### config.mk
export PLATFORM = sky130hd
export DESIGN_NAME = line_sensor_centroid_marks_top
export DESIGN_NICKNAME = d
export VERILOG_FILES = /design/src/rtl/core/lscm_pkg.sv /design/src/rtl/core/lscm_front.sv /design/src/rtl/core/lscm_queue.sv /design/src/rtl/core/lscm_back.sv /design/src/rtl/core/line_sensor_centroid_marks_top.sv
export SDC_FILE = /design/constraint.sdc
export NUM_CORES = 1
export LEC_CHECK = 0
export ABC_AREA = 1
export ABC_CLOCK_PERIOD_IN_PS = 23500
export BUFFER_PORTS_ARGS = -buffer_cell sky130_fd_sc_hd__buf_4
export CORE_MARGIN = 2
export CORE_UTILIZATION = 60
export DETAILED_ROUTE_END_ITERATION = 6
export GPL_ROUTABILITY_DRIVEN = 0
export PLACE_DENSITY_LB_ADDON = 0.2
export SETUP_SLACK_MARGIN = 0.4
export SYNTH_ARGS = -nofsm -noshare
export SYNTH_HDL_FRONTEND = slang
export SYNTH_SLANG_ARGS = --single-unit
### constraint.sdc
create_clock -name clk -period 23.5 [get_ports clk]
set_clock_uncertainty 0.15 [all_clocks]
set_input_delay 1.175 -clock clk [delete_from_list [all_inputs] [get_ports clk]]
set_output_delay 1.175 -clock clk [all_outputs]
set_load 0.1 [all_outputs]
### src/rtl/core/lscm_pkg.sv
// Shared types and constants for the line sensor centroid and marks block.
package lscm_pkg;

	localparam int SENSOR_COUNT = 8;
	localparam int WEIGHT_W     = 8;
	localparam int WEIGHTS_W    = SENSOR_COUNT * WEIGHT_W;
	localparam int CNT_W        = 4;
	localparam int SUM_W        = 11;
	localparam int MAG_W        = 15;
	localparam int ERR_W        = 12;
	localparam int GAP_W        = 9;
	localparam int FIN_W        = 3;
	localparam int STEP_W       = 4;
	localparam int CFG_IDX_W    = 2;

	// Register indexes of the configuration port
	localparam logic [CFG_IDX_W-1:0] REG_WEIGHTS   = 2'd0;
	localparam logic [CFG_IDX_W-1:0] REG_LINE_THR  = 2'd1;
	localparam logic [CFG_IDX_W-1:0] REG_DASH_THR  = 2'd2;
	localparam logic [CFG_IDX_W-1:0] REG_DASH_HOLD = 2'd3;

	// Track status codes
	localparam logic [1:0] STATUS_DISABLED = 2'd0;
	localparam logic [1:0] STATUS_FOUND    = 2'd1;
	localparam logic [1:0] STATUS_LOST     = 2'd2;

	// Finish debounce limits
	localparam logic [FIN_W-1:0] FINISH_MAX = 3'd5;
	localparam logic [FIN_W-1:0] FINISH_ON  = 3'd3;

	typedef struct packed {
		logic [WEIGHTS_W-1:0] weights;
		logic [CNT_W-1:0]     line_thr;
		logic [7:0]           dash_thr;
		logic [7:0]           dash_hold;
	} cfg_t;

	// One classified frame waiting for the divider
	typedef struct packed {
		logic [MAG_W-1:0] dividend;
		logic [CNT_W-1:0] divisor;
		logic             neg;
		logic [1:0]       status;
		logic             dashed;
		logic             finish;
	} job_t;

	typedef enum logic [1:0] {
		BK_IDLE,
		BK_DIV,
		BK_DONE
	} back_state_t;

endpackage

### src/rtl/core/lscm_front.sv
// Front end: accepts frames, runs the gap and finish detectors, forms the divide job.
module lscm_front
	import lscm_pkg::*;
(
	input  logic                    clk,
	input  logic                    arst_n,
	input  cfg_t                    cfg,
	input  logic                    push,
	input  logic [SENSOR_COUNT-1:0] sensor_bits,
	input  logic                    enable,
	input  logic                    queue_full,
	output logic                    job_push,
	output job_t                    job
);

	logic [GAP_W-1:0]        gap_q, gap_next, gap_ceil;
	logic                    dashed_q, dashed_next;
	logic [FIN_W-1:0]        fin_q, fin_next;
	logic                    finish_next;
	logic                    accept;
	logic signed [SUM_W-1:0] sum;
	logic [CNT_W-1:0]        cnt;
	logic [SUM_W-1:0]        abs_sum;
	logic                    found;

	assign accept   = push & ~queue_full;
	assign job_push = accept;
	assign gap_ceil = {1'b0, cfg.dash_thr} + {1'b0, cfg.dash_hold};

	// Gap detector on the two middle sensors
	always_comb begin
		gap_next = gap_q;
		if (!sensor_bits[3] && !sensor_bits[4]) begin
			if (gap_q < gap_ceil) gap_next = gap_q + GAP_W'(1);
		end else if (gap_q != '0) begin
			gap_next = gap_q - GAP_W'(1);
		end
		dashed_next = dashed_q;
		if (gap_next >= {1'b0, cfg.dash_thr}) dashed_next = 1'b1;
		else if (gap_next == '0) dashed_next = 1'b0;
	end

	// Finish debounce on the six middle sensors
	always_comb begin
		fin_next = fin_q;
		if (sensor_bits[6:1] == 6'h3f) begin
			if (fin_q < FINISH_MAX) fin_next = fin_q + FIN_W'(1);
		end else if (fin_q != '0) begin
			fin_next = fin_q - FIN_W'(1);
		end
		finish_next = (fin_next >= FINISH_ON);
	end

	// Sum the weights of the active sensors and count them
	always_comb begin
		sum = '0;
		cnt = '0;
		for (int i = 0; i < SENSOR_COUNT; i++) begin
			if (sensor_bits[i]) begin
				sum = sum + SUM_W'($signed(cfg.weights[WEIGHT_W*i +: WEIGHT_W]));
				cnt = cnt + CNT_W'(1);
			end
		end
		abs_sum = sum[SUM_W-1] ? SUM_W'(-sum) : SUM_W'(sum);
		found   = (cnt >= cfg.line_thr);
	end

	// Build the job; frames that need no quotient divide zero by one
	always_comb begin
		job.dividend = '0;
		job.divisor  = CNT_W'(1);
		job.neg      = 1'b0;
		job.status   = STATUS_DISABLED;
		job.dashed   = 1'b0;
		job.finish   = 1'b0;
		if (enable) begin
			job.dashed = dashed_next;
			job.finish = finish_next;
			job.status = found ? STATUS_FOUND : STATUS_LOST;
			if (found && cnt != '0) begin
				job.dividend = {abs_sum, 4'b0000};
				job.divisor  = cnt;
				job.neg      = sum[SUM_W-1];
			end
		end
	end

	// Advance detector state on each accepted transaction; a disabled one clears the gap detector
	always_ff @(posedge clk or negedge arst_n) begin
		if (!arst_n) begin
			gap_q    <= '0;
			dashed_q <= 1'b0;
			fin_q    <= '0;
		end else if (accept) begin
			if (enable) begin
				gap_q    <= gap_next;
				dashed_q <= dashed_next;
				fin_q    <= fin_next;
			end else begin
				gap_q    <= '0;
				dashed_q <= 1'b0;
			end
		end
	end

endmodule

### src/rtl/core/lscm_queue.sv
// Two-entry job queue between the front end and the divider.
module lscm_queue
	import lscm_pkg::*;
(
	input  logic clk,
	input  logic arst_n,
	input  logic wr,
	input  job_t wr_job,
	output logic full,
	input  logic rd,
	output job_t rd_job,
	output logic avail
);

	job_t       entry_q [2];
	logic       wr_ptr_q, rd_ptr_q;
	logic [1:0] level_q;

	assign full   = (level_q == 2'd2);
	assign avail  = (level_q != 2'd0);
	assign rd_job = entry_q[rd_ptr_q];

	// Store incoming jobs
	always_ff @(posedge clk) begin
		if (wr && !full) entry_q[wr_ptr_q] <= wr_job;
	end

	// Advance pointers and fill level
	always_ff @(posedge clk or negedge arst_n) begin
		if (!arst_n) begin
			wr_ptr_q <= 1'b0;
			rd_ptr_q <= 1'b0;
			level_q  <= 2'd0;
		end else begin
			if (wr && !full) wr_ptr_q <= ~wr_ptr_q;
			if (rd && avail) rd_ptr_q <= ~rd_ptr_q;
			level_q <= level_q + 2'((wr && !full) ? 1 : 0) - 2'((rd && avail) ? 1 : 0);
		end
	end

endmodule

### src/rtl/core/lscm_back.sv
// Back end: serial divider for the centroid and the result register.
module lscm_back
	import lscm_pkg::*;
(
	input  logic                    clk,
	input  logic                    arst_n,
	input  logic                    job_avail,
	input  job_t                    job,
	output logic                    job_take,
	output logic                    empty,
	input  logic                    pop,
	output logic signed [ERR_W-1:0] position_error,
	output logic [1:0]              track_status,
	output logic                    dashed_line,
	output logic                    finish_line
);

	back_state_t      state_q, state_next;
	logic             load_div, div_step, load_out;
	logic [CNT_W-1:0] rem_q;
	logic [MAG_W-1:0] quo_q;
	logic [CNT_W-1:0] div_q;
	logic [STEP_W-1:0] step_q;
	logic             neg_q;
	logic [1:0]       status_q;
	logic             dashed_q, finish_q;
	logic [CNT_W:0]   trial;
	logic             fits;
	logic [ERR_W-1:0] q12;
	logic             out_valid_q;

	// Next state
	always_comb begin
		state_next = state_q;
		unique case (state_q)
			BK_IDLE: if (job_avail) state_next = BK_DIV;
			BK_DIV:  if (step_q == '0) state_next = BK_DONE;
			BK_DONE: if (!out_valid_q || pop) state_next = BK_IDLE;
			default: state_next = BK_IDLE;
		endcase
	end

	// State outputs
	always_comb begin
		load_div = 1'b0;
		div_step = 1'b0;
		load_out = 1'b0;
		unique case (state_q)
			BK_IDLE: load_div = job_avail;
			BK_DIV:  div_step = 1'b1;
			BK_DONE: load_out = ~out_valid_q | pop;
			default: ;
		endcase
	end

	assign job_take = load_div;

	// One restoring step per cycle
	assign trial = {rem_q, quo_q[MAG_W-1]};
	assign fits  = (trial >= {1'b0, div_q});
	assign q12   = quo_q[ERR_W-1:0];

	always_ff @(posedge clk or negedge arst_n) begin
		if (!arst_n) state_q <= BK_IDLE;
		else state_q <= state_next;
	end

	// Divider datapath
	always_ff @(posedge clk) begin
		if (load_div) begin
			rem_q    <= '0;
			quo_q    <= job.dividend;
			div_q    <= job.divisor;
			step_q   <= STEP_W'(MAG_W - 1);
			neg_q    <= job.neg;
			status_q <= job.status;
			dashed_q <= job.dashed;
			finish_q <= job.finish;
		end else if (div_step) begin
			rem_q  <= fits ? CNT_W'(trial - {1'b0, div_q}) : trial[CNT_W-1:0];
			quo_q  <= {quo_q[MAG_W-2:0], fits};
			step_q <= step_q - STEP_W'(1);
		end
	end

	// Result register
	always_ff @(posedge clk) begin
		if (load_out) begin
			position_error <= neg_q ? $signed(~q12 + ERR_W'(1)) : $signed(q12);
			track_status   <= status_q;
			dashed_line    <= dashed_q;
			finish_line    <= finish_q;
		end
	end

	always_ff @(posedge clk or negedge arst_n) begin
		if (!arst_n) out_valid_q <= 1'b0;
		else if (load_out) out_valid_q <= 1'b1;
		else if (pop) out_valid_q <= 1'b0;
	end

	assign empty = ~out_valid_q;

endmodule

### src/rtl/core/line_sensor_centroid_marks_top.sv
// Top level of the line sensor centroid and track marks block.
//
// Usage: write the four registers on the cfg port (weights, line threshold,
// dash gap threshold, dash hold) while the block is idle. Push one frame of
// eight sensor bits plus enable whenever full is low. Each frame yields one
// result (position error in signed Q8.4, track status, dashed and finish
// flags), shown while empty is low and taken with pop.
// The centroid is formed by the 15-step serial restoring divider, which sits
// between a load state and an output state. The divider works on one job at
// a time and takes a new job only after the previous result has been loaded.
// The front end updates the gap and finish detectors as a frame is taken and
// hands a job to a two-entry queue. While the receiver stalls, two queued
// jobs, one finished quotient held in the divider and one result can wait;
// full rises when the queue fills.
// Reset clears the detectors, the queue and the result valid flag and loads
// the register defaults (weights 0, thresholds 1, 5, hold 5).
module line_sensor_centroid_marks_top
	import lscm_pkg::*;
(
	input  logic                    clk,
	input  logic                    arst_n,
	input  logic                    cfg_write,
	input  logic [CFG_IDX_W-1:0]    cfg_index,
	input  logic [WEIGHTS_W-1:0]    cfg_data,
	input  logic                    push,
	output logic                    full,
	input  logic [SENSOR_COUNT-1:0] sensor_bits,
	input  logic                    enable,
	output logic                    empty,
	input  logic                    pop,
	output logic signed [ERR_W-1:0] position_error,
	output logic [1:0]              track_status,
	output logic                    dashed_line,
	output logic                    finish_line
);

	cfg_t cfg_q;
	job_t front_job, queue_job;
	logic front_push, queue_avail, back_take;

	// Configuration registers
	always_ff @(posedge clk or negedge arst_n) begin
		if (!arst_n) begin
			cfg_q.weights   <= '0;
			cfg_q.line_thr  <= CNT_W'(1);
			cfg_q.dash_thr  <= 8'd5;
			cfg_q.dash_hold <= 8'd5;
		end else if (cfg_write) begin
			unique case (cfg_index)
				REG_WEIGHTS:   cfg_q.weights   <= cfg_data;
				REG_LINE_THR:  cfg_q.line_thr  <= cfg_data[CNT_W-1:0];
				REG_DASH_THR:  cfg_q.dash_thr  <= cfg_data[7:0];
				REG_DASH_HOLD: cfg_q.dash_hold <= cfg_data[7:0];
				default: ;
			endcase
		end
	end

	lscm_front u_front (
		.clk         (clk),
		.arst_n      (arst_n),
		.cfg         (cfg_q),
		.push        (push),
		.sensor_bits (sensor_bits),
		.enable      (enable),
		.queue_full  (full),
		.job_push    (front_push),
		.job         (front_job)
	);

	lscm_queue u_queue (
		.clk    (clk),
		.arst_n (arst_n),
		.wr     (front_push),
		.wr_job (front_job),
		.full   (full),
		.rd     (back_take),
		.rd_job (queue_job),
		.avail  (queue_avail)
	);

	lscm_back u_back (
		.clk            (clk),
		.arst_n         (arst_n),
		.job_avail      (queue_avail),
		.job            (queue_job),
		.job_take       (back_take),
		.empty          (empty),
		.pop            (pop),
		.position_error (position_error),
		.track_status   (track_status),
		.dashed_line    (dashed_line),
		.finish_line    (finish_line)
	);

`ifndef SYNTHESIS
	// A disabled result carries no error and no flags
	assert property (@(posedge clk) disable iff (!arst_n)
		(!empty && track_status == STATUS_DISABLED) |->
		(position_error == '0 && !dashed_line && !finish_line))
		else $error("disabled result with nonzero fields");

	// A lost line reports zero error
	assert property (@(posedge clk) disable iff (!arst_n)
		(!empty && track_status == STATUS_LOST) |-> (position_error == '0))
		else $error("lost line with nonzero error");

	// A waiting result is not dropped without a pop
	assert property (@(posedge clk) disable iff (!arst_n)
		(!empty && !pop) |=> !empty)
		else $error("result lost while stalled");

	// The divider only takes a job the queue holds
	assert property (@(posedge clk) disable iff (!arst_n)
		back_take |-> queue_avail)
		else $error("job taken from empty queue");
`endif

endmodule
Word level (Yosys, flattened, before mapping)
Memory sizes are Yosys's and may differ from the RTL's.
Cells that the tools add are included.
{"block": "op_classes", "bitwise_logic": 7, "reduce_logical": 25, "muxes": 47, "n_eq_ne": 10, "n_lt_le_gt_ge": 6, "add_sub_neg": 25}
{"cell": "$mux W11", "count": 9}
{"cell": "$add A11 B8 Y11", "count": 7}
{"cell": "$mux W9", "count": 4}
{"cell": "$mux W4", "count": 8}
{"cell": "$mux W15", "count": 2}
{"cell": "$add A4 B1 Y4 const B", "count": 6}
{"cell": "$mux W24", "count": 1}
{"cell": "$mux W20", "count": 1}
{"cell": "$mux W1", "count": 13}
{"cell": "$add A12 B1 Y12 const B", "count": 1}
{"cell": "$mux W12", "count": 1}
{"cell": "$not A12 Y12", "count": 1}
{"cell": "$neg A11 Y11", "count": 1}
{"cell": "$reduce_and A2 Y1", "count": 5}
{"cell": "$add A8 B8 Y9", "count": 1}
{"cell": "$add A9 B1 Y9 const B", "count": 1}
{"cell": "$ge A9 B8 Y1", "count": 1}
{"cell": "$logic_not A9 Y1", "count": 1}
{"cell": "$lt A9 B9 Y1", "count": 1}
{"cell": "$mux W3", "count": 3}
{"cell": "$reduce_bool A9 Y1", "count": 1}
{"cell": "$sub A9 B1 Y9 const B", "count": 1}
{"cell": "$eq A2 B2 Y1 const B", "count": 4}
{"cell": "$mux W2", "count": 4}
{"cell": "other kinds (27)", "count": 42}
{"block": "word_totals", "reg_bits": 152, "output_inout_bits": 18, "elab_cells": 145, "in_bits": 80, "ramBits": 48, "mem_count": 1}
{"name": "u_queue.entry_q", "words": 2, "width": 24, "rd": 1, "rd_ports_with_merged_regs": 0, "wr": 1, "line": "lscm_queue.sv:15", "source": "job_t entry_q [2];"}

Logic depth before layout (Yosys ltp)
Gate-level depths: netlist (run 1).
{"block": "logic_depth", "word_depth": 19, "mapped_depth": 65, "depth_no_buf": 65}

Modules after synthesis
Synthesis (run 1) repeated with hierarchy kept, for this count alone.
{"block": "unflattened", "hier_cells": 1977, "area_unflattened_um2": 14936.8}
{"mod": "lscm_front", "n_inst": 1, "seq_area_each_um2": 325.3, "cells_per_inst": 1228, "area_each_um2": 7090.6}
{"mod": "line_sensor_centroid_marks_top", "n_inst": 1, "seq_area_each_um2": 2108.3, "cells_per_inst": 370, "area_each_um2": 3484.6}
{"mod": "lscm_back", "n_inst": 1, "seq_area_each_um2": 1436.4, "cells_per_inst": 220, "area_each_um2": 2362.3}
{"mod": "lscm_queue", "n_inst": 1, "seq_area_each_um2": 1541.5, "cells_per_inst": 159, "area_each_um2": 1999.4}

Worst setup path after synthesis (run 1)
No wires, ideal clock.
{"block": "synth_path", "path_type": "input to register", "from": "input sensor_bits[0]", "to": "memory u_queue.entry_q[0][21] in the netlist's numbering, data pin", "t_arrival_ns": 8.906, "path_stages": 60, "setup_time_ns": 0.260, "required_time_ns": 23.090, "path_buffers": 2, "setup_slack_ns": 14.184, "cell_sequence": "buf_6 -> nand2_1 -> inv_1 -> ha_1 -> ha_1 -> inv_1 -> nand2_1 -> a21oi_1 -> nand2_1 -> nand2_1 -> ha_1 -> nand2_1 -> nand3_1 -> xnor2_1 -> or2_2 -> nand2_1 -> ha_1 -> inv_1 -> [... 24 more ...] -> inv_1 -> nand2_1 -> nand3_1 -> nand2_1 -> ha_1 -> inv_1 -> nor3_1 -> nand3_1 -> nand4_1 -> or2_1 -> nand2_1 -> xor2_1 -> xor2_1 -> xor2_1 -> buf_4 -> nand2_2 -> o21ai_1 -> nor2_1"}
{"item": "start: declaration", "line": "line_sensor_centroid_marks_top.sv:27", "source": "input logic [SENSOR_COUNT-1:0] sensor_bits,"}
{"item": "end: declaration", "line": "lscm_queue.sv:15"}

==> impl_metrics.csv, run 1 <==
group,metric,value,unit
clock_tree,htreeDepth,4,
final_layout,area_growth,11.72,%
placement,dp.final_hpwl,22090,µm
critical_path,worstSetupEndpointType,"flop",
final_layout,final_cell_area,0.01521,mm²
critical_path,startpoint,"sensor_bits[0]",
power,peakVddDrop,0.06306,mV
logic_synthesis,synth_cells,1688,
logic_synthesis,syn_area,0.01361,mm²
final_layout,most-common-layout-cells,"nand2_1 (385), inv_1 (223), nand3_1 (136), ha_1 (117), nor2_1 (103)",
final_layout,nFillCells,1830,
clock_tree,postCtsSetupBuffers,0,
critical_path,crit_path_start_kind,"primary input",
final_layout,drive_above_1_share,0.1428,
global_route,antenna_found_initial,0,
timing,timing.fmax,0.09591,GHz
timing,finalSetupTns,0,ns
route,drc,0,
floorplanning,core,0.02243,mm²
power,p_leak,7.533,nW
route,vias,11318,
route,wl_per_cell,13.96,µm
critical_path,critPathMaxFanout,15,
critical_path,r2r-start,"cfg_q[23]$_DFFE_PN0P_",
timing,hold_viol,0,
final_layout,final_common_cell,"nand2_1",
clock_tree,clk_pin_slew,0.08,ns
route,first_iter_violations,708,
clock_tree,cts_max_path_buffers,2,
global_route,grt_max_degree,81,
route,dr.pass1.iters,6,
critical_path,cp_slowest_cell,"xor2_1",
logic_synthesis,ys.flop_type,"dfrtp_1",
timing,period_share,0.4437,
logic_synthesis,synth-seq-area-share,0.3799,
floorplanning,io_pins,98,
final_layout,nNetsFinal,1978,
timing,setup_violations,0,
route,vias_per_cell,5.465,
clock_tree,ctsResizeCount,0,
floorplanning,fp.dieArea,0.02391,mm²
timing,slew_headroom,0.2227,
clock_tree,insertion_delay,0.46,ns
placement,place_area,0.01457,mm²
floorplanning,die_w,154.6,µm
logic_synthesis,yosysWarnings,0,
clock_tree,numClockSinks,192,
floorplanning,rows,55,
clock_tree,cts_root_buf,"clkbuf_16",
logic_synthesis,post_synth.cell_area_avg,8.065,µm²
route,routed_wl,28910,µm
clock_tree,cts_tree,"built",
timing,min_period,10.43,ns
critical_path,critical-path-max-stage-delay,0.75,ns
clock_tree,cts_buffers,17,
placement,port_buffers,97,
critical_path,cp.required,23.55,ns
critical_path,critPathArrivalTime,10.48,ns
logic_synthesis,synth_cell_types,54,
critical_path,crit_type,"in -> reg",
global_route,grt_pass1_wl,49110,µm
logic_synthesis,synth-edff-count,80,
route,postRouteAntennaNets,0,
floorplanning,initial_core_util,0.6068,
global_route,overflow,0,
timing,slew_viol_final,0,
global_route,grt_use_total,0.2503,
global_route,grt_pass1_vias,10764,
clock_tree,holdBufCountCts,0,
run_status,status,"completed",
min_path,hp-class,"reg -> reg",
timing,rsz0062_at_grt,"no",
final_layout,diodes,0,
power,p_total,0.002005,W
min_path,min_from,"u_back.status_q[0]$_DFFE_PP_",
logic_synthesis,syn-num-nets,1893,
run,maxCapViolCount,0,
logic_synthesis,synth_seq_cells,192,
logic_synthesis,async_flop_share,0.5417,
timing,tightest_slew,1.165,ns
power,p_per_area,131.8,mW/mm²
critical_path,cp_common_cell,"nand2_1",
floorplanning,die_h,154.6,µm
-- worst max-delay path: cells and delay by family --
family / cells / cell delay [ns]
AOI/OAI and AO/OA: 7 / 1.02
xor gates and xnor gates: 4 / 1.28
adders and majority gates: 7 / 2.30
buffers and inverters: 10 / 0.94
and+or+nand+nor: 32 / 3.75
-- area by class of cell --
class	count	area, µm²	area share
Inverter	237	889.6	0.05849
Clock buffer	17	425.4	0.02797
Tap cell	285	356.6	0.02345
Clock inverter	15	209.0	0.01374
Sequential cell	192	5171	0.3400
Timing Repair Buffer	101	758.2	0.04986
Multi-Input combinational cell	1224	7398	0.4865
-- path summary, 6_finish.rpt --
kind,endpoint,slack [ns],depth (start not counted)
setup / recovery,u_queue.entry_q[1][15]$_DFFE_PP_,13.07,60
setup reg to reg,u_queue.entry_q[1][15]$_DFFE_PP_,13.59,59
hold reg to reg,u_back.track_status[0]$_DFFE_PP_,0.27,0
min in group asynchronous,cfg_q[36]$_DFFE_PN0P_,0.57,1
max in group asynchronous,u_front.gap_q[2]$_DFFE_PN0P_,21.48,2
hold / removal,u_back.track_status[0]$_DFFE_PP_,0.27,0
-- power breakdown --
group	internal (W)	switching [W]	total [W]
logic	0.000436	0.000719	0.00115
registers	0.000481	0.0000663	0.000547
clock network	0.000155	0.000148	0.000303
-- synthesized netlist by cell type (5+ instances only) --
| cell type | n | area (µm²) |
|---|---|---|
| a31oi_1 | 17 | 106.4 |
| xnor2_1 | 18 | 157.7 |
| nand4_1 | 20 | 125.1 |
| dfrtp_1 | 99 | 2477 |
| and2_1 | 6 | 37.54 |
| o21a_1 | 5 | 37.54 |
| nor2_1 | 103 | 386.6 |
| edfxtp_1 | 80 | 2402 |
| fa_1 | 8 | 160.2 |
| or2_2 | 17 | 106.4 |
| nor3_1 | 21 | 105.1 |
| clkbuf_1 | 24 | 90.09 |
| o211ai_1 | 5 | 37.54 |
| mux2_2 | 48 | 540.5 |
| nand3_1 | 137 | 685.7 |
| a21oi_1 | 94 | 470.5 |
| nand2_1 | 385 | 1445 |
| dfstp_2 | 5 | 131.4 |
| inv_1 | 223 | 837.1 |
| o21ai_1 | 10 | 50.05 |
| nand3_2 | 5 | 50.05 |
| o22ai_1 | 9 | 56.30 |
| xor2_1 | 43 | 376.6 |
| o21ai_2 | 7 | 61.31 |
| o21ai_0 | 94 | 470.5 |
| nand2_2 | 14 | 87.58 |
| o21bai_1 | 7 | 52.55 |
| ha_1 | 117 | 1464 |
| inv_2 | 11 | 41.29 |
| dfxtp_1 | 8 | 160.2 |
-- kinds of logic (layout without fill, tap and decap cells) --
group	Yosys count	in the layout	synth area share
xor+xnor	66	66	0.04522
flops	192	192	0.3799
simple gates	721	721	0.2300
buf+inv	272	370	0.07757
mux	48	48	0.03971
compound gates	264	264	0.1084
fa+ha+maj	125	125	0.1193
-- state kept, by name (all words and copies together), names as in the netlist, 3 cells and up --
register	count
u_back.position_error	12
cfg_q	84
u_back.div_q	4
u_back.quo_q	15
u_back.step_q	4
u_queue.entry_q	40
u_front.fin_q	3
u_back.rem_q	4
u_front.gap_q	9
-- through the flow --
step	util	instances	hold WS (ns)	worst slack [ns]
2_1_floorplan	-	1688	0.2503	14.18
3_3_place_gp	0.6496	2039	0.2528	13.05
3_5_place_dp	0.6496	2039	0.2566	12.84
4_1_cts	0.6779	2071	0.2757	13.26
5_1_grt	0.6779	2071	0.2805	12.20
6_report	0.6779	2071	0.2731	13.07
-- metal layers --
metal | up-vias | wire length, µm | global-route usage
li1 | 5791 | - | -
met1 | 5257 | 13270 | 0.3252
met5 | - | 0 | 0
met4 | 0 | 423 | 0.06393
met3 | 31 | 1024 | 0.03446
met2 | 239 | 14200 | 0.4426
(Power assumes the default switching activity.)
==> run 2, diff against run 1 <==
Settings changed: ABC_AREA 1 to 0, ABC_CLOCK_PERIOD_IN_PS 23500 to 10500.
Clock period 23.5 ns to 10.5 ns, I/O delays scaled along.
==> run 2 against run 1 <==
  * Total power rose to 2.7 times the previous value
  * The run now ends with hold timing left
  * Hold slack worse by 0.32 ns
  * Cell count down 11%
  * Die area up 3.3%
  * Flip-flop and latch count unchanged
  * Global-route usage up 1.4 points
  * Area after synthesis up 3.3%
==> impl_metrics.csv, run 2 <==
group,metric,value,unit
global_route,overflow,0,
timing,hold_viol,17,
global_route,grt_pass1_wl,52140,µm
power,combPwrFrac,0.644,
critical_path,path_buf_inv,2,
placement,port_buffers,97,
global_route,grt_use_total,0.2641,
logic_synthesis,syn_area,0.01407,mm²
final_layout,area_growth,13.49,%
final_layout,largest_register,"cfg_q",
logic_synthesis,synth_area_leaders,"dfrtp_1 (18%), edfxtp_1 (17%), ha_1 (10%)",
logic_synthesis,synth_xor_xnor_area_share,0.06066,
final_layout,nNetsFinal,1721,
power,pwr-share-clk,0.129,
power,p_per_area,343.9,mW/mm²
floorplanning,core,0.02326,mm²
critical_path,cp.required,10.55,ns
route,vias,11205,
run,maxCapViolCount,0,
timing,min_period,9.724,ns
timing,finalSetupTns,0,ns
logic_synthesis,synth_cell_types,98,
timing,period_share,0.9261,
critical_path,cp_common_cell,"ha_1",
route,routed_wl,31830,µm
final_layout,drive_above_1_share,0.2126,
logic_synthesis,synth_compound_area_frac,0.1784,
logic_synthesis,synthTopCellsByCount,"nand2_1 (140), ha_1 (117), dfrtp_1 (99)",
final_layout,diodes,0,
logic_synthesis,synth_top_family_by_area,"compound AO/OA/AOI/OAI gates",
critical_path,cp_slowest_cell,"dfrtp_1",
placement,dp_cells,1807,
final_layout,final_common_cell,"nand2_1",
route,postRouteAntennaNets,0,
final_layout,final_cell_area,0.01597,mm²
critical_path,critPathTopFamily,"adder cells",
final_layout,reg_top3,"cfg_q x84, u_queue.entry_q x40, u_back.quo_q x15",
clock_tree,htreeDepth,4,
floorplanning,die_h,157.1,µm
timing,timing.fmax,0.1028,GHz
timing,tightest_slew,1.109,ns
logic_synthesis,synth_most_common_cell,"nand2_1",
critical_path,critPathMaxFanout,6,
floorplanning,rows,56,
floorplanning,die_w,157.1,µm
global_route,grt_max_degree,70,
critical_path,crit_type,"reg -> reg",
final_layout,most-common-layout-cells,"nand2_1 (140), buf_4 (112), ha_1 (110), dfrtp_1 (99), mux2_2 (96)",
power,power_switching,0.002469,W
power,p_int,0.003022,W
clock_tree,cts_tree,"built",
timing,setup_violations,0,
floorplanning,fp.dieArea,0.02469,mm²
logic_synthesis,synth_top_area_share,0.1761,
logic_synthesis,ys.flop_type,"dfrtp_1",
logic_synthesis,async_flop_share,0.5417,
floorplanning,initial_core_util,0.6047,
logic_synthesis,synth-edff-count,80,
placement,pre_cts_ws,-0.02110,ns
route,vias_per_cell,6.063,
power,p_sw_frac,0.4497,
floorplanning,io_pins,98,
timing,slew_headroom,0.2589,
power,peakVddDrop,0.2487,mV
critical_path,critical-path-max-stage-delay,0.43,ns
route,wl_per_cell,17.22,µm
final_layout,final_core_util,0.6863,
logic_synthesis,synth-adder-area-share,0.1154,
run_status,failed_checks,"hold timing",
global_route,antenna_found_initial,0,
power,p_seq_frac,0.227,
route,first_iter_violations,716,
placement,place_area,0.01502,mm²
clock_tree,cts_buffers,17,
clock_tree,cts_root_buf,"clkbuf_16",
clock_tree,clk_pin_slew,0.09,ns
run_status,status,"finished, violations left",
logic_synthesis,synth_largest_area_cell,"dfrtp_1",
logic_synthesis,syn-num-nets,1640,
logic_synthesis,synth_cells,1435,
route,dr.pass1.iters,7,
clock_tree,insertion_delay,0.45,ns
timing,slew_viol_final,0,
critical_path,critPathArrivalTime,9.78,ns
logic_synthesis,synth-seq-area-share,0.3676,
global_route,grt_pass1_vias,10722,
clock_tree,numClockSinks,192,
logic_synthesis,synth_mux_area_frac,0.09393,
min_path,hp-class,"in -> async",
power,p_leak,6.969,nW
timing,fin_ws,0.7758,ns
timing,rsz0062_at_grt,"no",
placement,dp.final_hpwl,23420,µm
final_layout,largest_register_ffs,84,
final_layout,final_cells,1848,
logic_synthesis,post_synth.cell_area_avg,9.803,µm²
route,drc,0,
final_layout,nFillCells,1807,
clock_tree,cts_max_path_buffers,2,
logic_synthesis,synth-simple-area-share,0.1420,
logic_synthesis,yosysWarnings,0,
critical_path,crit_path_start_kind,"flop",
critical_path,worstSetupEndpointType,"flop",
timing,whs,-0.04807,ns
logic_synthesis,synth_seq_cells,192,
==> run 2: final cells by class <==
class                   count  area, µm²  share of cell area
inverters                  94      352.8             0.02210
multi-input cells        1099       8556              0.5359
clock inverters            15      220.2             0.01379
well taps                 319      399.1             0.02500
flip-flops and latches    192       5171              0.3239
repair buffers            112      840.8             0.05266
clock buffers              17      425.4             0.02665
==> run 2: cell families (layout without fill, tap and decap cells) <==
| family | count (synthesis) | in the layout |
|---|---|---|
| buffers and inverters | 145 | 238 |
| xor gates and xnor gates | 80 | 81 |
| adders and majority gates | 125 | 125 |
| AOI/OAI and AO/OA | 366 | 366 |
| and+or+nand+nor | 407 | 407 |
| DFF | 192 | 192 |
| muxes | 120 | 120 |
==> run 2: per-stage QoR <==
stage | hold slack, ns | power, W
floorplan | 0.07941 | 0.003789
finish | -0.04807 | 0.005491
detailed placement | 0.2554 | 0.004417
global route | 0.03324 | 0.005924
CTS | 0.01088 | 0.005165
global placement | 0.2536 | 0.004305
==> run 2: layer usage <==
layer	routed length, µm	track usage	up-vias
li1	-	-	5433
met1	14120	0.3480	5374
met2	15500	0.4501	331
met3	1327	0.03497	67
met4	878	0.09177	0
met5	0	0	-
==> run 2: timing repair <==
action | in CTS | in global routing
pin swaps | 1 | 11
setup endpoints to repair | 18 | 22
buffers inserted | 0 | 8
gates cloned | 0 | 1
hold buffers | 0 | 0
gates resized for setup | 3 | 43
==> run 2: final timing paths <==
check	cells after the start	slack (ns)	endpoint	startpoint
min in group clk	3	0.12	cfg_q[45]$_DFFE_PN0P_	cfg_data[25]
worst max-delay path	40	0.78	u_queue.entry_q[1][20]$_DFFE_PP_	cfg_q[20]$_DFFE_PN0P_
worst max register to register	40	0.78	u_queue.entry_q[1][20]$_DFFE_PP_	cfg_q[20]$_DFFE_PN0P_
max in group asynchronous	2	9.09	cfg_q[77]$_DFFE_PN0P_	arst_n
worst min register to register	0	0.27	u_back.finish_line$_DFFE_PP_	u_back.finish_q$_DFFE_PP_
worst min-delay path	1	-0.05	cfg_q[9]$_DFFE_PN0P_	arst_n
==> run 2: power by group through the flow <==
| stage | logic (W) | registers [W] | clock network (W) |
|---|---|---|---|
| 2_1_floorplan | 0.00260 | 0.00119 | 0 |
| 3_5_place_dp | 0.00316 | 0.00126 | 0 |
| 6_report | 0.00354 | 0.00125 | 0.000706 |
| 3_3_place_gp | 0.00306 | 0.00125 | 0 |
| 5_1_grt | 0.00390 | 0.00127 | 0.000746 |
| 4_1_cts | 0.00321 | 0.00124 | 0.000716 |
==> run 3, diff against run 2 <==
--- a/config.mk
+++ b/config.mk
@@ -9,8 +9,11 @@
 export ABC_CLOCK_PERIOD_IN_PS = 10500
 export BUFFER_PORTS_ARGS = -buffer_cell sky130_fd_sc_hd__buf_4
+export CELL_PAD_IN_SITES_DETAIL_PLACEMENT = 1
+export CELL_PAD_IN_SITES_GLOBAL_PLACEMENT = 1
 export CORE_MARGIN = 2
-export CORE_UTILIZATION = 60
+export CORE_UTILIZATION = 49
 export DETAILED_ROUTE_END_ITERATION = 6
 export GPL_ROUTABILITY_DRIVEN = 0
+export HOLD_SLACK_MARGIN = 0.1
 export PLACE_DENSITY_LB_ADDON = 0.2
 export SETUP_SLACK_MARGIN = 0.4
==> constraint.sdc (replaced) <==
create_clock -name clk -period 10.5 [get_ports clk]
set_clock_uncertainty 0.15 [all_clocks]
set_input_delay 1.05 -clock clk [delete_from_list [all_inputs] [get_ports clk]]
set_output_delay 1.05 -clock clk [all_outputs]
set_load 0.1 [all_outputs]
==> run 3 against run 2 <==
  * The run now ends clean
  * Die area is 22% higher
  * Critical path depth grew 4
  * Total power is 8.7% higher
  * Via count is 1.9% higher
  * Worst setup slack worse by 0.27 ns
  * Combinational power rose by 13%
  * Final area up 3.4%
  * First-iteration DRC count is 12% lower
  * Global-route usage is 1.3 points lower
  * Non-clock buffer count increased by 36
  * Register-to-register slack got worse by 0.06 ns
  * Sequential power about the same
  * Largest cell class unchanged
==> impl_metrics.csv, run 3 (synthesized netlist as in run 2, its figures left out) <==
group,metric,value,unit
run_status,status,"completed",
power,pwr-share-clk,0.119,
final_layout,final_core_util,0.5798,
placement,dp.final_hpwl,27710,µm
clock_tree,numClockSinks,192,
route,routed_wl,38190,µm
clock_tree,insertion_delay,0.46,ns
clock_tree,clk_pin_slew,0.08,ns
final_layout,nNetsFinal,1756,
global_route,grt_pass1_wl,61120,µm
power,p_leak,7.152,nW
floorplanning,core,0.02847,mm²
clock_tree,holdBufCountCts,0,
clock_tree,cts_buffers,17,
power,p_per_area,361.7,mW/mm²
critical_path,crit_path_start_kind,"primary input",
global_route,overflow,0,
critical_path,cp_slowest_cell,"xnor3_2",
critical_path,critPathMaxFanout,8,
timing,min_period,9.990,ns
route,dr.pass1.iters,5,
clock_tree,cts_max_path_buffers,2,
final_layout,nFillCells,3186,
timing,whs,0.2794,ns
clock_tree,htreeDepth,4,
final_layout,final_cells,1948,
timing,period_share,0.9514,
critical_path,crit_type,"in -> reg",
placement,port_buffers,97,
global_route,grt_max_degree,70,
power,peakVddDrop,0.2146,mV
global_route,antenna_found_initial,0,
timing,setup_violations,0,
final_layout,largest_register_ffs,84,
final_layout,diodes,0,
power,combPwrFrac,0.669,
route,vias,11420,
route,vias_per_cell,5.862,
floorplanning,rows,62,
critical_path,critPathArrivalTime,10.05,ns
power,p_int,0.003279,W
route,first_iter_violations,630,
power,p_seq_frac,0.212,
timing,slew_headroom,0.2681,
floorplanning,die_h,173.4,µm
route,wl_per_cell,19.60,µm
timing,tightest_slew,1.098,ns
clock_tree,cts_tree,"built",
final_layout,final_common_cell,"buf_4",
final_layout,reg_top3,"cfg_q x84, u_queue.entry_q x40, u_back.quo_q x15",
route,postRouteAntennaNets,0,
floorplanning,initial_core_util,0.4941,
global_route,grt_use_total,0.2513,
floorplanning,fp.dieArea,0.03008,mm²
timing,hold_viol,0,
timing,slew_viol_final,0,
critical_path,critPathTopFamily,"compound AO/OA/AOI/OAI gates",
final_layout,area_growth,17.34,%
run,maxCapViolCount,0,
final_layout,most-common-layout-cells,"buf_4 (148), nand2_1 (139), dfrtp_1 (99), ha_1 (98), mux2_2 (95)",
critical_path,cp.required,10.56,ns
placement,dp_cells,1891,
route,drc,0,
timing,fin_ws,0.5103,ns
critical_path,path_buf_inv,2,
global_route,grt_pass1_vias,12054,
placement,pre_cts_ws,-0.4863,ns
power,p_sw_frac,0.4507,
critical_path,critical-path-max-stage-delay,0.52,ns
critical_path,worstSetupEndpointType,"flop",
power,power_switching,0.002691,W
clock_tree,cts_root_buf,"clkbuf_16",
critical_path,cp_common_cell,"a21o_1",
final_layout,largest_register,"cfg_q",
floorplanning,die_w,173.4,µm
floorplanning,io_pins,98,
final_layout,drive_above_1_share,0.2545,
timing,timing.fmax,0.1001,GHz
min_path,hp-class,"reg -> reg",
run 3: changes by cell type in the layout (fill, tap and decap cells not counted), moves of 6 or more:
cell     change
a21oi_2      +6
ha_1        -12
o21ai_0      -6
o21ai_2      +7
ha_4         +9
buf_4       +36
a21oi_1      -6
run 3: worst register-to-register path, delay by kind of cell (launching register included):
kind            cells  cell delay [ns]
xor+xnor            7             1.68
mux                 3             0.69
simple gates        6             0.82
buf+inv             1             0.17
compound gates     19             3.48
flops               1             0.54
fa+ha+maj           7             2.04
run 3: metrics by stage:
step           instance area (µm²)  setup TNS [ns]  total power [W]
3_3_place_gp                 15240         -0.6634         0.004457
5_1_grt                      16510         -0.1577         0.006430
4_1_cts                      15970               0         0.005490
6_report                     16510               0         0.005970
2_1_floorplan                14070               0         0.003789
3_5_place_dp                 15240          -7.569         0.004635
run 3: cell type report:
type | count | area [µm²] | share of cell area
flip-flops and latches | 192 | 5171 | 0.3133
multi-input cells | 1098 | 8761 | 0.5308
inverters | 94 | 352.8 | 0.02138
well taps | 384 | 480.5 | 0.02911
clock buffers | 17 | 425.4 | 0.02577
clock inverters | 15 | 203.9 | 0.01236
repair buffers | 148 | 1111 | 0.06731
run 3: worst paths after layout:
kind,start,end,slack (ns),depth (start not counted)
max in group asynchronous,arst_n,cfg_q[83]$_DFFE_PN0P_,8.54,2
setup reg to reg,cfg_q[21]$_DFFE_PN0P_,u_queue.entry_q[1][20]$_DFFE_PP_,0.72,43
setup / recovery,sensor_bits[0],u_queue.entry_q[1][20]$_DFFE_PP_,0.51,44
hold reg to reg,u_back.finish_q$_DFFE_PP_,u_back.finish_line$_DFFE_PP_,0.28,0
hold / removal,u_back.finish_q$_DFFE_PP_,u_back.finish_line$_DFFE_PP_,0.28,0
min in group asynchronous,arst_n,cfg_q[11]$_DFFE_PN0P_,0.41,1
run 3: power groups by stage:
| stage | clock network [W] | registers [W] | logic, W |
|---|---|---|---|
| final | 0.000708 | 0.00127 | 0.00400 |
| after global routing | 0.000748 | 0.00129 | 0.00439 |
| after CTS | 0.000718 | 0.00126 | 0.00351 |
| after detailed placement | 0 | 0.00127 | 0.00336 |
| after global placement | 0 | 0.00125 | 0.00320 |
| after floorplan | 0 | 0.00119 | 0.00260 |
run 3: metal layers:
| layer | vias up | GRT usage | wire length [µm] |
|---|---|---|---|
| li1 | 5480 | - | - |
| met1 | 5693 | 0.3150 | 16850 |
| met2 | 192 | 0.4448 | 19370 |
| met3 | 55 | 0.03794 | 1071 |
| met4 | 0 | 0.08086 | 892 |
| met5 | - | 0 | 0 |
run 3: repair_timing:
item	CTS	global route
setup endpoints to repair	22	22
setup buffers	4	21
resized for setup	14	80
pin swaps	3	32
hold endpoints to repair	0	0
